[src/hw/rtl/sri_pkg.sv]
// Package with the shared constant of the segment and rectangle intersection block.
package sri_pkg;

  localparam int COORD_BITS_DEF = 16;

endpackage

[src/hw/rtl/sri_prep.sv]
// First stage: coordinate differences, rectangle corners and endpoint containment.
module sri_prep #(
  parameter int COORD_BITS = sri_pkg::COORD_BITS_DEF
) (
  input  logic                          clk,
  input  logic                          rst_n,
  input  logic                          in_valid,
  output logic                          in_ready,
  input  logic signed [COORD_BITS-1:0]  in_start_x,
  input  logic signed [COORD_BITS-1:0]  in_start_y,
  input  logic signed [COORD_BITS-1:0]  in_end_x,
  input  logic signed [COORD_BITS-1:0]  in_end_y,
  input  logic signed [COORD_BITS-1:0]  in_rect_left,
  input  logic signed [COORD_BITS-1:0]  in_rect_top,
  input  logic        [COORD_BITS-2:0]  in_rect_width,
  input  logic        [COORD_BITS-2:0]  in_rect_height,
  input  logic                          nxt_ready,
  output logic                          s1_valid,
  output logic signed [COORD_BITS+1:0]  s1_dx,
  output logic signed [COORD_BITS+1:0]  s1_dy,
  output logic signed [COORD_BITS+1:0]  s1_oxl,
  output logic signed [COORD_BITS+1:0]  s1_oxr,
  output logic signed [COORD_BITS+1:0]  s1_oyt,
  output logic signed [COORD_BITS+1:0]  s1_oyb,
  output logic signed [COORD_BITS+1:0]  s1_w,
  output logic signed [COORD_BITS+1:0]  s1_h,
  output logic                          s1_inside
);
  import sri_pkg::*;

  localparam int W = COORD_BITS + 2;

  logic signed [W-1:0] sx_e, sy_e, ex_e, ey_e, l_e, t_e, w_e, h_e, r_e, b_e;
  logic                start_in, end_in;

  logic                valid_r;
  logic signed [W-1:0] dx_r, dy_r, oxl_r, oxr_r, oyt_r, oyb_r, w_r, h_r;
  logic                inside_r;

  always_comb begin
    sx_e = W'(in_start_x);
    sy_e = W'(in_start_y);
    ex_e = W'(in_end_x);
    ey_e = W'(in_end_y);
    l_e  = W'(in_rect_left);
    t_e  = W'(in_rect_top);
    w_e  = signed'({3'b000, in_rect_width});
    h_e  = signed'({3'b000, in_rect_height});
    r_e  = l_e + w_e;
    b_e  = t_e + h_e;
    // Half-open bounds: the right and bottom edges are outside.
    start_in = (sx_e >= l_e) && (sx_e < r_e) && (sy_e >= t_e) && (sy_e < b_e);
    end_in   = (ex_e >= l_e) && (ex_e < r_e) && (ey_e >= t_e) && (ey_e < b_e);
  end

  assign in_ready = !valid_r || nxt_ready;

  always_ff @(posedge clk) begin
    if (!rst_n) begin
      valid_r <= 1'b0;
    end else if (in_ready) begin
      valid_r <= in_valid;
    end
  end

  always_ff @(posedge clk) begin
    if (in_valid && in_ready) begin
      dx_r     <= ex_e - sx_e;
      dy_r     <= ey_e - sy_e;
      oxl_r    <= sx_e - l_e;
      oxr_r    <= sx_e - r_e;
      oyt_r    <= sy_e - t_e;
      oyb_r    <= sy_e - b_e;
      w_r      <= w_e;
      h_r      <= h_e;
      inside_r <= start_in || end_in;
    end
  end

  assign s1_valid  = valid_r;
  assign s1_dx     = dx_r;
  assign s1_dy     = dy_r;
  assign s1_oxl    = oxl_r;
  assign s1_oxr    = oxr_r;
  assign s1_oyt    = oyt_r;
  assign s1_oyb    = oyb_r;
  assign s1_w      = w_r;
  assign s1_h      = h_r;
  assign s1_inside = inside_r;

endmodule

[config.mk]
export PLATFORM = sky130hd
export DESIGN_NAME = sri_prep
export DESIGN_NICKNAME = d
export VERILOG_FILES = /design/src/hw/rtl/sri_pkg.sv /design/src/hw/rtl/sri_prep.sv
export SDC_FILE = /design/constraint.sdc
export NUM_CORES = 1
export LEC_CHECK = 0
export BUFFER_PORTS_ARGS = -buffer_cell sky130_fd_sc_hd__buf_4
export CAP_MARGIN = 30
export CORE_MARGIN = 5
export CORE_UTILIZATION = 30
export DETAILED_ROUTE_END_ITERATION = 8
export PLACE_DENSITY = 0.48
export SYNTH_ARGS = -nofsm -noshare
export SYNTH_HDL_FRONTEND = slang
export SYNTH_SLANG_ARGS = --single-unit
[constraint.sdc]
create_clock -name clk -period 4.8 [get_ports clk]
set_input_delay 0.72 -clock clk [delete_from_list [all_inputs] [get_ports clk]]
set_output_delay 0.72 -clock clk [all_outputs]
set_load 0.02 [all_outputs]
==> results of run 1 <==
==> power breakdown <==
group | internal, mW | switching [mW]
clock network | 0.847 | 0.568
logic | 0.911 | 1.14
registers | 1.55 | 0.0542
total | 3.31 | 1.77
==> final cells by class <==
type / count / share of cell area
Tap cell: 518 / 0.0429
Multi-Input combinational cell: 905 / 0.461
Antenna cell: 1 / 0.000166
Clock buffer: 22 / 0.0308
Timing Repair Buffer: 310 / 0.155
Clock inverter: 10 / 0.00953
Inverter: 125 / 0.0311
Sequential cell: 136 / 0.270
==> Yosys cell counts (4+ instances only) <==
library cell / number / area, µm²
sky130_fd_sc_hd__ha_1: 182 / 2280
sky130_fd_sc_hd__edfxtp_1: 135 / 4050
sky130_fd_sc_hd__inv_1: 124 / 465
sky130_fd_sc_hd__nor2_1: 77 / 289
sky130_fd_sc_hd__a21oi_1: 69 / 345
sky130_fd_sc_hd__xnor2_1: 64 / 561
sky130_fd_sc_hd__nand2_1: 60 / 225
sky130_fd_sc_hd__o21ai_0: 60 / 300
sky130_fd_sc_hd__nor3_1: 40 / 200
sky130_fd_sc_hd__a21o_1: 32 / 240
sky130_fd_sc_hd__nor2b_1: 27 / 169
sky130_fd_sc_hd__xor2_1: 23 / 201
sky130_fd_sc_hd__nand3_1: 21 / 105
sky130_fd_sc_hd__nand2b_1: 17 / 106
sky130_fd_sc_hd__a21boi_0: 16 / 120
sky130_fd_sc_hd__o21a_1: 16 / 120
sky130_fd_sc_hd__and3_1: 14 / 87.6
sky130_fd_sc_hd__a211oi_1: 11 / 82.6
sky130_fd_sc_hd__or3_1: 11 / 68.8
sky130_fd_sc_hd__buf_4: 10 / 75.1
sky130_fd_sc_hd__nand4_1: 10 / 62.6
sky130_fd_sc_hd__o211ai_1: 10 / 75.1
sky130_fd_sc_hd__o21bai_1: 9 / 67.6
sky130_fd_sc_hd__a31oi_1: 8 / 50.1
sky130_fd_sc_hd__and2_1: 8 / 50.1
sky130_fd_sc_hd__fa_1: 8 / 160
sky130_fd_sc_hd__a211o_1: 7 / 61.3
sky130_fd_sc_hd__o2111ai_1: 6 / 52.6
sky130_fd_sc_hd__o21ai_1: 6 / 30.0
sky130_fd_sc_hd__a2111oi_0: 4 / 35.0
sky130_fd_sc_hd__nor4_1: 4 / 25.0
sky130_fd_sc_hd__o31ai_1: 4 / 30.0
==> through the flow <==
step	std cells	hold WS (ns)	cell area, µm²
global route	2027	0.428	15100
finish	2027	0.456	15100
floorplan	1179	0.750	11600
CTS	2026	0.426	15100
detailed placement	1994	0.541	14500
global placement	1994	0.530	14500
==> metal layers <==
layer  part of all wire  GRT usage  up-vias
li1                   -          -     4959
met2               0.49      0.297      222
met5                  0          0        -
met4              0.018     0.0513        0
met1               0.43      0.202     4595
met3              0.059     0.0388       31
==> cell families after synthesis <==
family / after synthesis / synth area share
AO/OA/AOI/OAI: 305 / 0.178
AND/OR/NAND/NOR: 308 / 0.134
XOR/XNOR: 88 / 0.0683
multiplexers: 5 / 0.00455
adder cells (fa/ha/maj): 193 / 0.214
other: 1 / 0.000324
buffers and inverters: 138 / 0.0481
flip-flops: 136 / 0.352
==> path summary, 6_finish.rpt <==
kind         depth (start not counted)  slack (ns)        end
max                                 20        0.24  s1_inside
min                                  1        0.46    s1_h[0]
max reg2reg                          3        2.89   s1_dx[0]
min reg2reg                          2        0.55   s1_valid
==> registers in the layout, summed over array words and instances (netlist names) <==
name       count
s1_dx         17
s1_dy         17
s1_h          15
s1_inside      1
s1_oxl        17
s1_oxr        18
s1_oyb        18
s1_oyt        17
s1_valid       1
s1_w          15
==> worst reg2reg max path, stage by stage, from the launching register on <==
cell and delay [ns]:
sky130_fd_sc_hd__dfxtp_1 0.31, sky130_fd_sc_hd__nand2b_1 0.11, sky130_fd_sc_hd__and2_4 0.68, sky130_fd_sc_hd__buf_12 0.37
==> cells in the final DEF (no fill, tap or decap), drive strengths merged, types with 11 or more instances in the layout <==
cell / netlist / layout
buf: 10 / 310
ha: 182 / 182
edfxtp: 135 / 135
inv: 125 / 126
nor2: 77 / 77
a21oi: 71 / 71
o21ai: 66 / 66
xnor2: 65 / 65
nand2: 60 / 60
nor3: 41 / 41
a21o: 34 / 34
nor2b: 28 / 28
xor2: 23 / 23
clkbuf: 3 / 22
nand3: 21 / 21
a21boi: 18 / 18
nand2b: 17 / 17
o21a: 16 / 16
and3: 14 / 14
a211oi: 13 / 13
or3: 11 / 11
==> results, run 1 <==
- The run finished with clean final reports.
- The synthesized instance count is 1,174.
- The count of nets left with antenna violations once routing finished came out at 0.
- Routability-driven placement finished with a final weighted congestion of 0.830.
- The most numerous cell type found on the critical path is sky130_fd_sc_hd__a21oi_1.
- The final hold violation count is 0.
- Counting flops with a built-in enable in the synthesized netlist gives 135.
- The full die area is 42,600 µm².
- The post-route clock period utilization is 0.951.
- The maximum number of pins on one net before global-route repair is 60.
- The clock period minus final worst setup slack is 4.56 ns.
- The die is 206 µm wide.
- The number of rows created at floorplan is 72.
- The DRC violation count after routing is 0.
- The count of buffers added on input and output ports is 270.
- Of all nets on the critical path, the largest fanout is 2.
- Dividing the detail-routed via count by the number of cells gives 4.84.
- The DRC violation total after the first TritonRoute iteration is 379.
- The critical path launch point type is an input pin.
- The number of hold-repair buffers added at the cts stage is 0.
- The power per unit of standard cell area is 336 nW/µm².
- The total via count after detailed routing is 9,807.
- In this design, the largest share of critical-path delay is due to compound AO/OA/AOI/OAI gates.
- The wire length per cell is 17.7 µm.
- The overall overflow remaining after global route is 0.
- The layout cell share with drive strength beyond 1 is 0.241.
- The area occupied by multi-input gates is 6950 µm².
- Setup repair after global routing left no endpoint under its margin.
- The Yosys step of the flow raised 0 warnings.
- The register clock-pin slew on the reported worst setup and hold paths is 0.06 ns.
- Measured against its own limit, the worst slew margin works out to 0.455.
- The number of top-level pins is 277.
- For this run, the register share of the synthesized area comes to 0.352.
- The area growth from synthesis to layout is 30.6%.
- The launch point of the critical path is in_rect_top[0].
- The half-perimeter wire length after placement is 30,300 µm.
- The number of antenna violations at the first check in global routing was 1.
- The endpoint type of the worst setup path is a flip-flop.
- The final critical-path setup slack is 0.236 ns.
- STA puts the critical path data arrival time at 4.75 ns.
- The total wire length is 36,000 µm.
- The overall power consumption is 5.08 mW.
- The longest clock path from root to sink contains 2 buffers.
- VDD sags by at most 0.258 mV.
- In this run, synthesis produced a sequential element count of 136.
- OpenSTA, run right after detailed placement, puts the worst setup slack at -0.238 ns.
- The final count of pins violating max slew is 0.
- The worst register-to-register path begins at s1_valid.
- The biggest cell delay along the critical path is 0.48 ns.
- The die extent in y is 206 µm.
- The startpoint identified for the worst hold timing path is in_rect_height[0].
- The upper clock frequency limit is 219 MHz.
- The wire length of the first global-routing pass is 54,900 µm.
- The total negative slack for setup checks is 0 ns.
- The post-route core utilization is 0.393.
- The H-tree was split into 4 levels.
- The layout has 3,890 filler cells.
- The number of buffer and inverter stages on the critical path is 1.
- The slowest stage of the critical path belongs to the cell sky130_fd_sc_hd__or4_1.
- The tightest min-delay check is of the input pin to flip-flop type.
- Summing all flip-flop and latch instances after layout gives 4070 µm².
- The clock tree from TritonCTS is built.
- The net total in the final layout is 1,815.
- The tree is rooted in a sky130_fd_sc_hd__clkbuf_16.
- The all-layer global routing usage is 0.168.
- The number of library cell types mapped by synthesis is 80.
- The predominant post-synthesis flop cell is sky130_fd_sc_hd__edfxtp_1.
- A synthesized cell averages 9.85 µm².
- At the pin with the least slew margin, the transition time is 0.818 ns.
- The clock arrives with 0.00718 ns of skew.
- The first-pass iteration count of the detailed router is 5.
- The standby leakage power is 6.92 nW.
- The initial utilization of the core area, before any placement, comes to 0.301.
- The signal on the critical path passes through buf_4 -> ha_1 -> fa_1 -> a21o_1 -> a21oi_1 -> o21bai_1 -> a21oi_1 -> o21bai_1 -> a21oi_1 -> o211ai_1 -> a31o_2 -> a21oi_1 -> xnor2_1 -> ha_1 -> nand4_1 -> or4_1 -> a21oi_1 -> o21ai_0 -> o2111ai_1 -> o32ai_1.
- Clock tree synthesis inserted a total of 17 buffers.
- STA puts the critical path data required time at 4.99 ns.
- The standard cell core area is 38,400 µm².
- The via count of the first global-routing pass is 10,200.
- The number of buffers inserted by post-CTS setup repair is 0.
- CTS saw 136 sinks.
- The clock network latency to the later pin of the worst-skew pair is 0.45 ns.
- In this run, post-CTS repair resized a total of 0 instances.
- The tool flagged a number of max-cap violations equal to 0.
- The setup-violating endpoint count in the final report is 0.
- The async set-or-reset flop fraction in the synthesized netlist is 0.
- The setup path with the least slack is of type input pin to flip-flop.
- In this run the cell area of the synthesized design comes to 11,600 µm².
(Power assumes the default switching activity.)
==> run 2, diff against run 1 <==
--- a/config.mk
+++ b/config.mk
@@ -10,7 +10,7 @@
 export CORE_MARGIN = 5
 export CORE_UTILIZATION = 30
 export DETAILED_ROUTE_END_ITERATION = 8
-export PLACE_DENSITY = 0.48
+export PLACE_DENSITY = 0.5
 export SYNTH_ARGS = -nofsm -noshare
 export SYNTH_HDL_FRONTEND = slang
 export SYNTH_SLANG_ARGS = --single-unit
==> constraint.sdc (replaced) <==
create_clock -name clk -period 4 [get_ports clk]
set_input_delay 0.6 -clock clk [delete_from_list [all_inputs] [get_ports clk]]
set_output_delay 0.6 -clock clk [all_outputs]
set_load 0.02 [all_outputs]
==> run 2 against run 1 <==
Compared with the run above:
- the flow now finishes with violations (negative setup slack)
- sequential share of layout area decreased by 1.7 points
- largest power group unchanged
- routed wire length is 2.8% higher
- first-iteration DRC count is 18% higher
- power is 23% higher
- sequential cell count unchanged
- clock skew up 0.00094 ns
- critical path type unchanged
- critical endpoint unchanged
- die area stayed put
- clock power rose by 6%
- critical path depth increased by 1
- worst setup slack got worse by 0.33 ns
==> results, run 2 (same netlist as run 1, synthesis figures left out) <==
- The layout cell share with drive strength beyond 1 is 0.317 (+0.0757).
- The full die area is 42,600 µm² (unchanged).
- The clock tree from TritonCTS is built.
- The total of fill cells in the finished design is 3,859 (-0.80%).
- The most common library cell in the layout ignoring fill and taps is sky130_fd_sc_hd__buf_4.
- The register clock-pin slew on the reported worst setup and hold paths came to 0.06 ns (about the same).
- The maximum ir drop on the vdd rail came to 0.299 mV (+16%).
- The number of buffers inserted during clock tree synthesis is 17 (unchanged).
- The setup-violating endpoint count in the final report is 1 (+1).
- The maximum number of pins on one net before global-route repair is 53 (-12%).
- In this run the clock root is driven by a sky130_fd_sc_hd__clkbuf_16.
- The total via count after detailed routing is 10,200 (+4.4%).
- Setup repair after global routing could not meet its margin everywhere.
- The area growth from synthesis to layout is 39.5%.
- The H-tree depth reported by CTS is 4 (unchanged).
- The final estimated routing congestion in global placement is 0.798 (-3.9%).
- The overall overflow remaining after global route is 0 (unchanged).
- The final critical-path setup slack is -0.0961 ns (-0.332 ns).
- In the layout the commonest cells are sky130_fd_sc_hd__buf_4, sky130_fd_sc_hd__ha_1, sky130_fd_sc_hd__edfxtp_1.
- The start point of the worst hold path is in_rect_width[0].
- The standby leakage power came to 7.50 nW (+8.4%).
- The total negative slack for setup checks is -0.0961 ns (-0.0961 ns).
- In this run the critical register-to-register path is captured at s1_oxr[2].
- Static timing analysis puts the maximum clock frequency at 244 MHz.
- The clock network latency to the later pin of the worst-skew pair is 0.44 ns (about the same).
- The final hold violation count was 0 (unchanged).
- The run finished, with violations left.
- The area after detailed placement is 15,300 µm² (+5.7%).
- The number of diodes added for antenna fixing is 0 (-1).
- The slack of the worst reg-to-reg path is 2.13 ns (-0.76 ns).
- The final count of pins violating max slew is 0 (unchanged).
- The worst endpoint required time is 4.17 ns (-0.82 ns).
- The initial cell density of the core is 0.301 (unchanged).
- The first-pass iteration count of the detailed router is 7 (+2).
- The slew at the pin closest to its max-slew limit is 0.780 ns (-0.0378 ns).
- The worst setup path is captured at a flip-flop.
- The worst setup slack after placement came to -0.581 ns (-0.343 ns).
- The number of rows created at floorplan is 72 (unchanged).
- The wire length of the first global-routing pass is 55,900 µm (+1.7%).
- The worst slew slack as a fraction of its limit is 0.480 (+0.0252).
- By startpoint and endpoint, the worst setup path is classified as input pin to flip-flop.
- The cell depth of the worst min-delay path is 1 (unchanged).
- The net total in the final layout was 1,928 (+6.2%).
- The half-perimeter wire length after placement is 31,200 µm (+3.0%).
- The count of antenna-violating nets left after detailed routing came to 0 (unchanged).
- The total wire length is 37,000 µm (+2.8%).
- The number of antenna violations at the first check in global routing is 0 (-1).
- The final reports fail on negative setup slack.
- The critical path data arrival time is 4.26 ns (-0.49 ns).
- The DRC violation total after the first TritonRoute iteration is 446 (+18%).
- The via count of the first global-routing pass is 10,500 (+2.6%).
- The die width came to 206 µm (unchanged).
- The maximum clock skew at final layout is 0.00812 ns (+0.000941 ns).
- The critical path launch point type is an input pin.
- The cell count of the worst reg-to-reg path was 3 (unchanged).
- The post-route clock period utilization is 1.02.
- The reg-to-reg startpoint is s1_valid.
- The overall power consumption is 6.23 mW (+23%).
- The count of input and output buffers was 270 (unchanged).
- The DRC violation count after routing is 0 (unchanged).
- The biggest fanout along the worst timing path is 2 (unchanged).
- The maximum clock path buffer count is 2 (unchanged).
- The number of hold-repair buffers added at the cts stage is 0 (unchanged).
- The max-capacitance violation count was 0 (unchanged).
- The total clock sinks is 136 (unchanged).
- The class of the tightest hold or removal check is input pin to flip-flop.
- The average vias per placed instance is 4.79 (-1.0%).
- The clock period minus final worst setup slack is 4.10 ns.
- The number of top-level pins is 277 (unchanged).
- The die extent in y is 206 µm (unchanged).
- The terminating pin of the worst hold path is s1_w[0].
- The power per unit of standard cell area is 386 nW/µm² (+15%).
- The wire length per cell is 17.3 µm (-2.6%).
- The standard cell core area is 38,400 µm² (unchanged).
- The all-layer global routing usage was 0.170 (+0.00282).
- The final design area excluding fillers is 16,100 µm² (+6.9%).
[run 2: where the power goes]
part	total [mW]	switching, mW	internal [mW]
sequential	1.93	0.0642	1.86
combinational	2.79	1.47	1.33
clock	1.51	0.645	0.866
[run 2: worst max path at each step]
| stage | start | to | slack, ns | depth (start not counted) |
|---|---|---|---|---|
| 5_1_grt | in_rect_top[0] | s1_inside | -0.28 | 21 |
| 6_report | in_rect_height[0] | s1_inside | -0.1 | 21 |
| 2_1_floorplan | in_rect_left[0] | s1_inside | -0.07 | 17 |
| 3_3_place_gp | in_rect_top[0] | s1_inside | -0.47 | 20 |
| 3_5_place_dp | in_rect_top[0] | s1_inside | -0.58 | 20 |
| 4_1_cts | in_rect_left[0] | s1_inside | 0.006 | 18 |
[run 2: critical path: stages]
cell	delay (ns)
sky130_fd_sc_hd__buf_6	0.10
sky130_fd_sc_hd__ha_4	0.16
sky130_fd_sc_hd__fa_2	0.36
sky130_fd_sc_hd__a21o_1	0.18
sky130_fd_sc_hd__a21oi_2	0.16
sky130_fd_sc_hd__o21bai_1	0.10
sky130_fd_sc_hd__a21oi_2	0.15
sky130_fd_sc_hd__o21bai_1	0.11
sky130_fd_sc_hd__a21oi_2	0.16
sky130_fd_sc_hd__o211ai_1	0.18
sky130_fd_sc_hd__a31o_2	0.30
sky130_fd_sc_hd__a21oi_4	0.17
sky130_fd_sc_hd__buf_6	0.13
sky130_fd_sc_hd__xnor2_4	0.09
sky130_fd_sc_hd__ha_4	0.27
sky130_fd_sc_hd__nand4_1	0.06
sky130_fd_sc_hd__or4_4	0.55
sky130_fd_sc_hd__a21oi_4	0.14
sky130_fd_sc_hd__o21ai_2	0.09
sky130_fd_sc_hd__o2111ai_2	0.10
sky130_fd_sc_hd__o32ai_2	0.10
[run 2: routing by layer]
metal / GRT usage / wire, µm / part of all wire
met5: 0 / 0 / 0
met3: 0.0400 / 2040 / 0.055
met2: 0.305 / 18400 / 0.50
met1: 0.210 / 16100 / 0.44
met4: 0.0323 / 381 / 0.010
[run 2: stage by stage]
| stage | util | instances | hold WS (ns) |
|---|---|---|---|
| 2_1_floorplan | - | 1179 | 0.699 |
| 3_3_place_gp | 0.399 | 2097 | 0.521 |
| 3_5_place_dp | 0.399 | 2097 | 0.543 |
| 4_1_cts | 0.414 | 2131 | 0.312 |
| 5_1_grt | 0.420 | 2139 | 0.318 |
| 6_report | 0.420 | 2139 | 0.345 |
[run 2: layout make-up]
| type | count | area, µm² | area share |
|---|---|---|---|
| Sequential cell | 136 | 4070 | 0.253 |
| Multi-Input combinational cell | 905 | 7190 | 0.446 |
| Tap cell | 518 | 648 | 0.0402 |
| Clock inverter | 9 | 78.8 | 0.00489 |
| Timing Repair Buffer | 423 | 3210 | 0.199 |
| Clock buffer | 23 | 458 | 0.0284 |
| Inverter | 125 | 469 | 0.0291 |
[run 2: timing repair]
action / CTS / global route
endpoints found under the hold margin: 0 / 0
setup endpoints to repair: 2 / 9
buffers inserted: 2 / 8
resized for setup: 10 / 34
pin swaps: 12 / 34
==> run 3, diff against run 2 <==
--- a/config.mk
+++ b/config.mk
@@ -5,12 +5,13 @@
 export SDC_FILE = /design/constraint.sdc
 export NUM_CORES = 1
 export LEC_CHECK = 0
+export ABC_AREA = 1
 export BUFFER_PORTS_ARGS = -buffer_cell sky130_fd_sc_hd__buf_4
 export CAP_MARGIN = 30
 export CORE_MARGIN = 5
 export CORE_UTILIZATION = 30
 export DETAILED_ROUTE_END_ITERATION = 8
-export PLACE_DENSITY = 0.5
+export PLACE_DENSITY = 0.49
 export SYNTH_ARGS = -nofsm -noshare
 export SYNTH_HDL_FRONTEND = slang
 export SYNTH_SLANG_ARGS = --single-unit
==> run 3 against run 2 <==
Compared with the run above:
- the flow now finishes without violations
- critical endpoint unchanged
- critical path depth is 5 higher
- clock skew hardly changed
- routed wire length is 5.0% higher
- largest cell class unchanged
- area after synthesis is 1.5% higher
- combinational power is 10% lower
==> results, run 3 <==
- The leading area contributor after synthesis is sky130_fd_sc_hd__edfxtp_1.
- The count of antenna-violating nets left after detailed routing is 0 (unchanged).
- The class of the tightest hold or removal check is input pin to flip-flop.
- The biggest cell delay along the critical path is 0.32 ns (-0.23 ns).
- The total wire length is 38,800 µm (+5.0%).
- The DRC violation total after the first TritonRoute iteration is 424 (-4.9%).
- The cell depth of the worst min-delay path is 1 (unchanged).
- The slew at the pin closest to its max-slew limit is 0.749 ns (-0.0313 ns).
- Sorting the synthesized cells by how often they occur yields sky130_fd_sc_hd__nand2_1, sky130_fd_sc_hd__inv_1, sky130_fd_sc_hd__ha_1.
- The summed instance area of the synthesized netlist is 11,700 µm² (+1.5%).
- By area the synthesized netlist is led by sky130_fd_sc_hd__edfxtp_1, sky130_fd_sc_hd__ha_1, sky130_fd_sc_hd__nand2_1, sky130_fd_sc_hd__inv_1, sky130_fd_sc_hd__a21oi_1.
- The biggest fanout along the worst timing path is 3 (+1).
- The number of buffers inserted by post-CTS setup repair came to 0 (-2).
- The critical path data arrival time came to 3.86 ns (-0.40 ns).
- The clock tree from TritonCTS is built.
- The number of top-level pins is 277 (unchanged).
- The max-capacitance violation count is 0 (unchanged).
- The overall power consumption is 6.28 mW (+0.81%).
- The total clock sinks was 136 (unchanged).
- The wire length of the first global-routing pass was 60,700 µm (+8.7%).
- The all-layer global routing usage is 0.178 (+0.00801).
- The number of antenna violations at the first check in global routing came to 0 (unchanged).
- The overall overflow remaining after global route came to 0 (unchanged).
- The maximum number of pins on one net before global-route repair came to 136 (+160%).
- The highest-delay cell along the critical path is sky130_fd_sc_hd__ha_1.
- In this design, the critical path's most frequently occurring cell is sky130_fd_sc_hd__nand2_1.
- The power per unit of standard cell area is 409 nW/µm² (+5.9%).
- The number of library cell types mapped by synthesis came to 47 (-41%).
- The final count of pins violating max slew was 0 (unchanged).
- The register clock-pin slew on the reported worst setup and hold paths is 0.07 ns (about the same).
- The half-perimeter wire length after placement is 32,900 µm (+5.7%).
- The setup-violating endpoint count in the final report is 0 (-1).
- The count of input and output buffers came to 270 (unchanged).
- The number of warnings issued by yosys came to 0 (unchanged).
- The standby leakage power is 7.51 nW (+0.24%).
- The cell count of the worst reg-to-reg path is 2 (-1).
- The initial cell density of the core is 0.304 (+0.00239).
- The maximum clock path buffer count came to 2 (unchanged).
- The number of rows created at floorplan is 72 (unchanged).
- The startpoint identified for the worst hold timing path is in_rect_width[0].
- The final hold violation count was 0 (unchanged).
- The upper clock frequency limit was 274 MHz (+12%).
- The number of buffers inserted during clock tree synthesis is 17 (unchanged).
- The critical path class is input pin to flip-flop.
- Leaving out fill and tap cells, the most frequent cells in the layout are sky130_fd_sc_hd__buf_4, sky130_fd_sc_hd__nand2_1, sky130_fd_sc_hd__inv_1.
- The number of hold-repair buffers added at the cts stage came to 0 (unchanged).
- The net total in the final layout is 2,017 (+4.6%).
- The layout cell share with drive strength beyond 1 is 0.223 (-0.0942).
- The worst register-to-register path ends at s1_oyb[0].
- The worst hold path terminates at s1_w[0].
- The async set-or-reset flop fraction in the synthesized netlist is 0 (unchanged).
- The total via count after detailed routing came to 10,500 (+2.6%).
- The die width came to 208 µm (+0.71%).
- The DRC violation count after routing was 0 (unchanged).
- The post-route clock period utilization is 0.914 (-0.110).
- The count of state elements after synthesis is 136 (unchanged).
- The wire length per cell is 17.4 µm (+0.83%).
- The number of diodes added for antenna fixing came to 0 (unchanged).
- The maximum clock skew at final layout was 0.00793 ns (-0.000186 ns).
- The area after detailed placement is 14,700 µm² (-4.0%).
- The sequential element share of the synthesized area came to 0.347 (-0.00522).
- Setup repair after global routing left no endpoint under its margin.
- The worst endpoint required time came to 4.20 ns (+0.03 ns).
- The first-pass iteration count of the detailed router came to 5 (-2).
- The via count of the first global-routing pass is 11,100 (+6.4%).
- The number of flops mapped to enable cells by yosys was 135 (unchanged).
- The clock period minus final worst setup slack is 3.66 ns (-0.441 ns).
- The H-tree depth reported by CTS is 4 (unchanged).
- The final estimated routing congestion in global placement came to 0.904 (+13%).
- The maximum ir drop on the vdd rail came to 0.321 mV (+7.4%).
- The total negative slack for setup checks came to 0 ns (+0.0961 ns).
- The standard cell core area is 38,600 µm² (+0.70%).
- The synthesized instance count came to 1,372 (+17%).
- The library cell used as clock root buffer is sky130_fd_sc_hd__clkbuf_16.
- The worst register-to-register path begins at s1_valid.
- The area growth from synthesis to layout is 30.9%.
- By instance count, the leading cell after synthesis is sky130_fd_sc_hd__nand2_1.
- The flow ran to the end, and the final reports show no timing, DRC or antenna violations.
- The endpoint type of the worst setup path is a flip-flop.
- The final design area excluding fillers is 15,400 µm² (-4.8%).
- The worst hold margin came to 0.342 ns (-0.00307 ns).
- The full die area is 43,200 µm² (+1.4%).
- STA classifies the critical path startpoint as an input pin.
- The die extent in y is 208 µm (+0.71%).
- The area fraction of the dominant cell type after synthesis is 0.345 (-0.00520).
- The worst slew slack as a fraction of its limit is 0.501 (+0.0209).
- The mean instance size in the synthesized netlist came to 8.55 µm² (-13%).
- The predominant post-synthesis flop cell is sky130_fd_sc_hd__edfxtp_1.
- The clock network latency to the later pin of the worst-skew pair is 0.44 ns (about the same).
- The average vias per placed instance is 4.72 (-1.4%).
- The slack of the worst reg-to-reg path is 2.45 ns (+0.32 ns).
- The most common library cell in the layout ignoring fill and taps is sky130_fd_sc_hd__buf_4.
-- run 3: worst max path at each step --
stage	from	endpoint	slack (ns)	depth (start not counted)
after floorplan	in_rect_top[0]	s1_inside	0.38	26
after global placement	in_rect_top[0]	s1_inside	-0.18	26
after detailed placement	in_rect_top[0]	s1_inside	-0.24	27
after CTS	in_rect_top[0]	s1_inside	0.23	27
after global routing	in_rect_top[6]	s1_inside	0.01	27
final	in_rect_top[2]	s1_inside	0.34	26
-- run 3: cell type report --
cell class                      count  area, µm²
Inverter                          192        721
Tap cell                          518        648
Clock inverter                     14        230
Multi-Input combinational cell   1037       6900
Clock buffer                       17        425
Fill cell                        3945      23300
Sequential cell                   136       4070
Timing Repair Buffer              313       2360
-- run 3: cell families (layout without fill, tap and decap cells) --
logic type,count (synthesis),in the layout,share of synthesized area
simple gates,502,502,0.185
compound gates,233,233,0.112
buf+inv,204,536,0.0685
fa+ha+maj,190,190,0.208
flops,136,136,0.347
xor+xnor,106,106,0.0791
other cells,1,6,0.000320
-- run 3: timing repair --
| action | CTS | global route |
|---|---|---|
| hold endpoints to repair | 0 | 0 |
| resized for setup | 0 | 4 |
| endpoints found under the setup margin | 0 | 1 |
-- run 3: report_power, final --
part | switching (mW) | leakage [nW] | internal [mW]
combinational | 1.50 | 5.89 | 1.01
sequential | 0.0688 | 1.32 | 1.87
clock | 0.667 | 0.304 | 1.16
-- run 3: metrics by stage --
step	utilization	setup WS, ns	instances
4_1_cts	0.397	0.233	2227
5_1_grt	0.397	0.0146	2227
3_3_place_gp	0.380	-0.176	2196
2_1_floorplan	-	0.376	1377
3_5_place_dp	0.380	-0.240	2196
6_report	0.397	0.345	2227
-- run 3: critical path: cells and delay by family --
family,cells,cell delay [ns]
xor gates and xnor gates,1,0.12
AOI/OAI and AO/OA,7,1.11
buffers and inverters,4,0.38
adders and majority gates,2,0.59
and+or+nand+nor,12,1.05
-- run 3: metal layers --
layer	wire length, µm	global-route usage	up-vias
li1	-	-	5341
met1	16700	0.213	4850
met2	19200	0.320	280
met3	1910	0.0416	39
met4	950	0.0521	0
met5	0	0	-
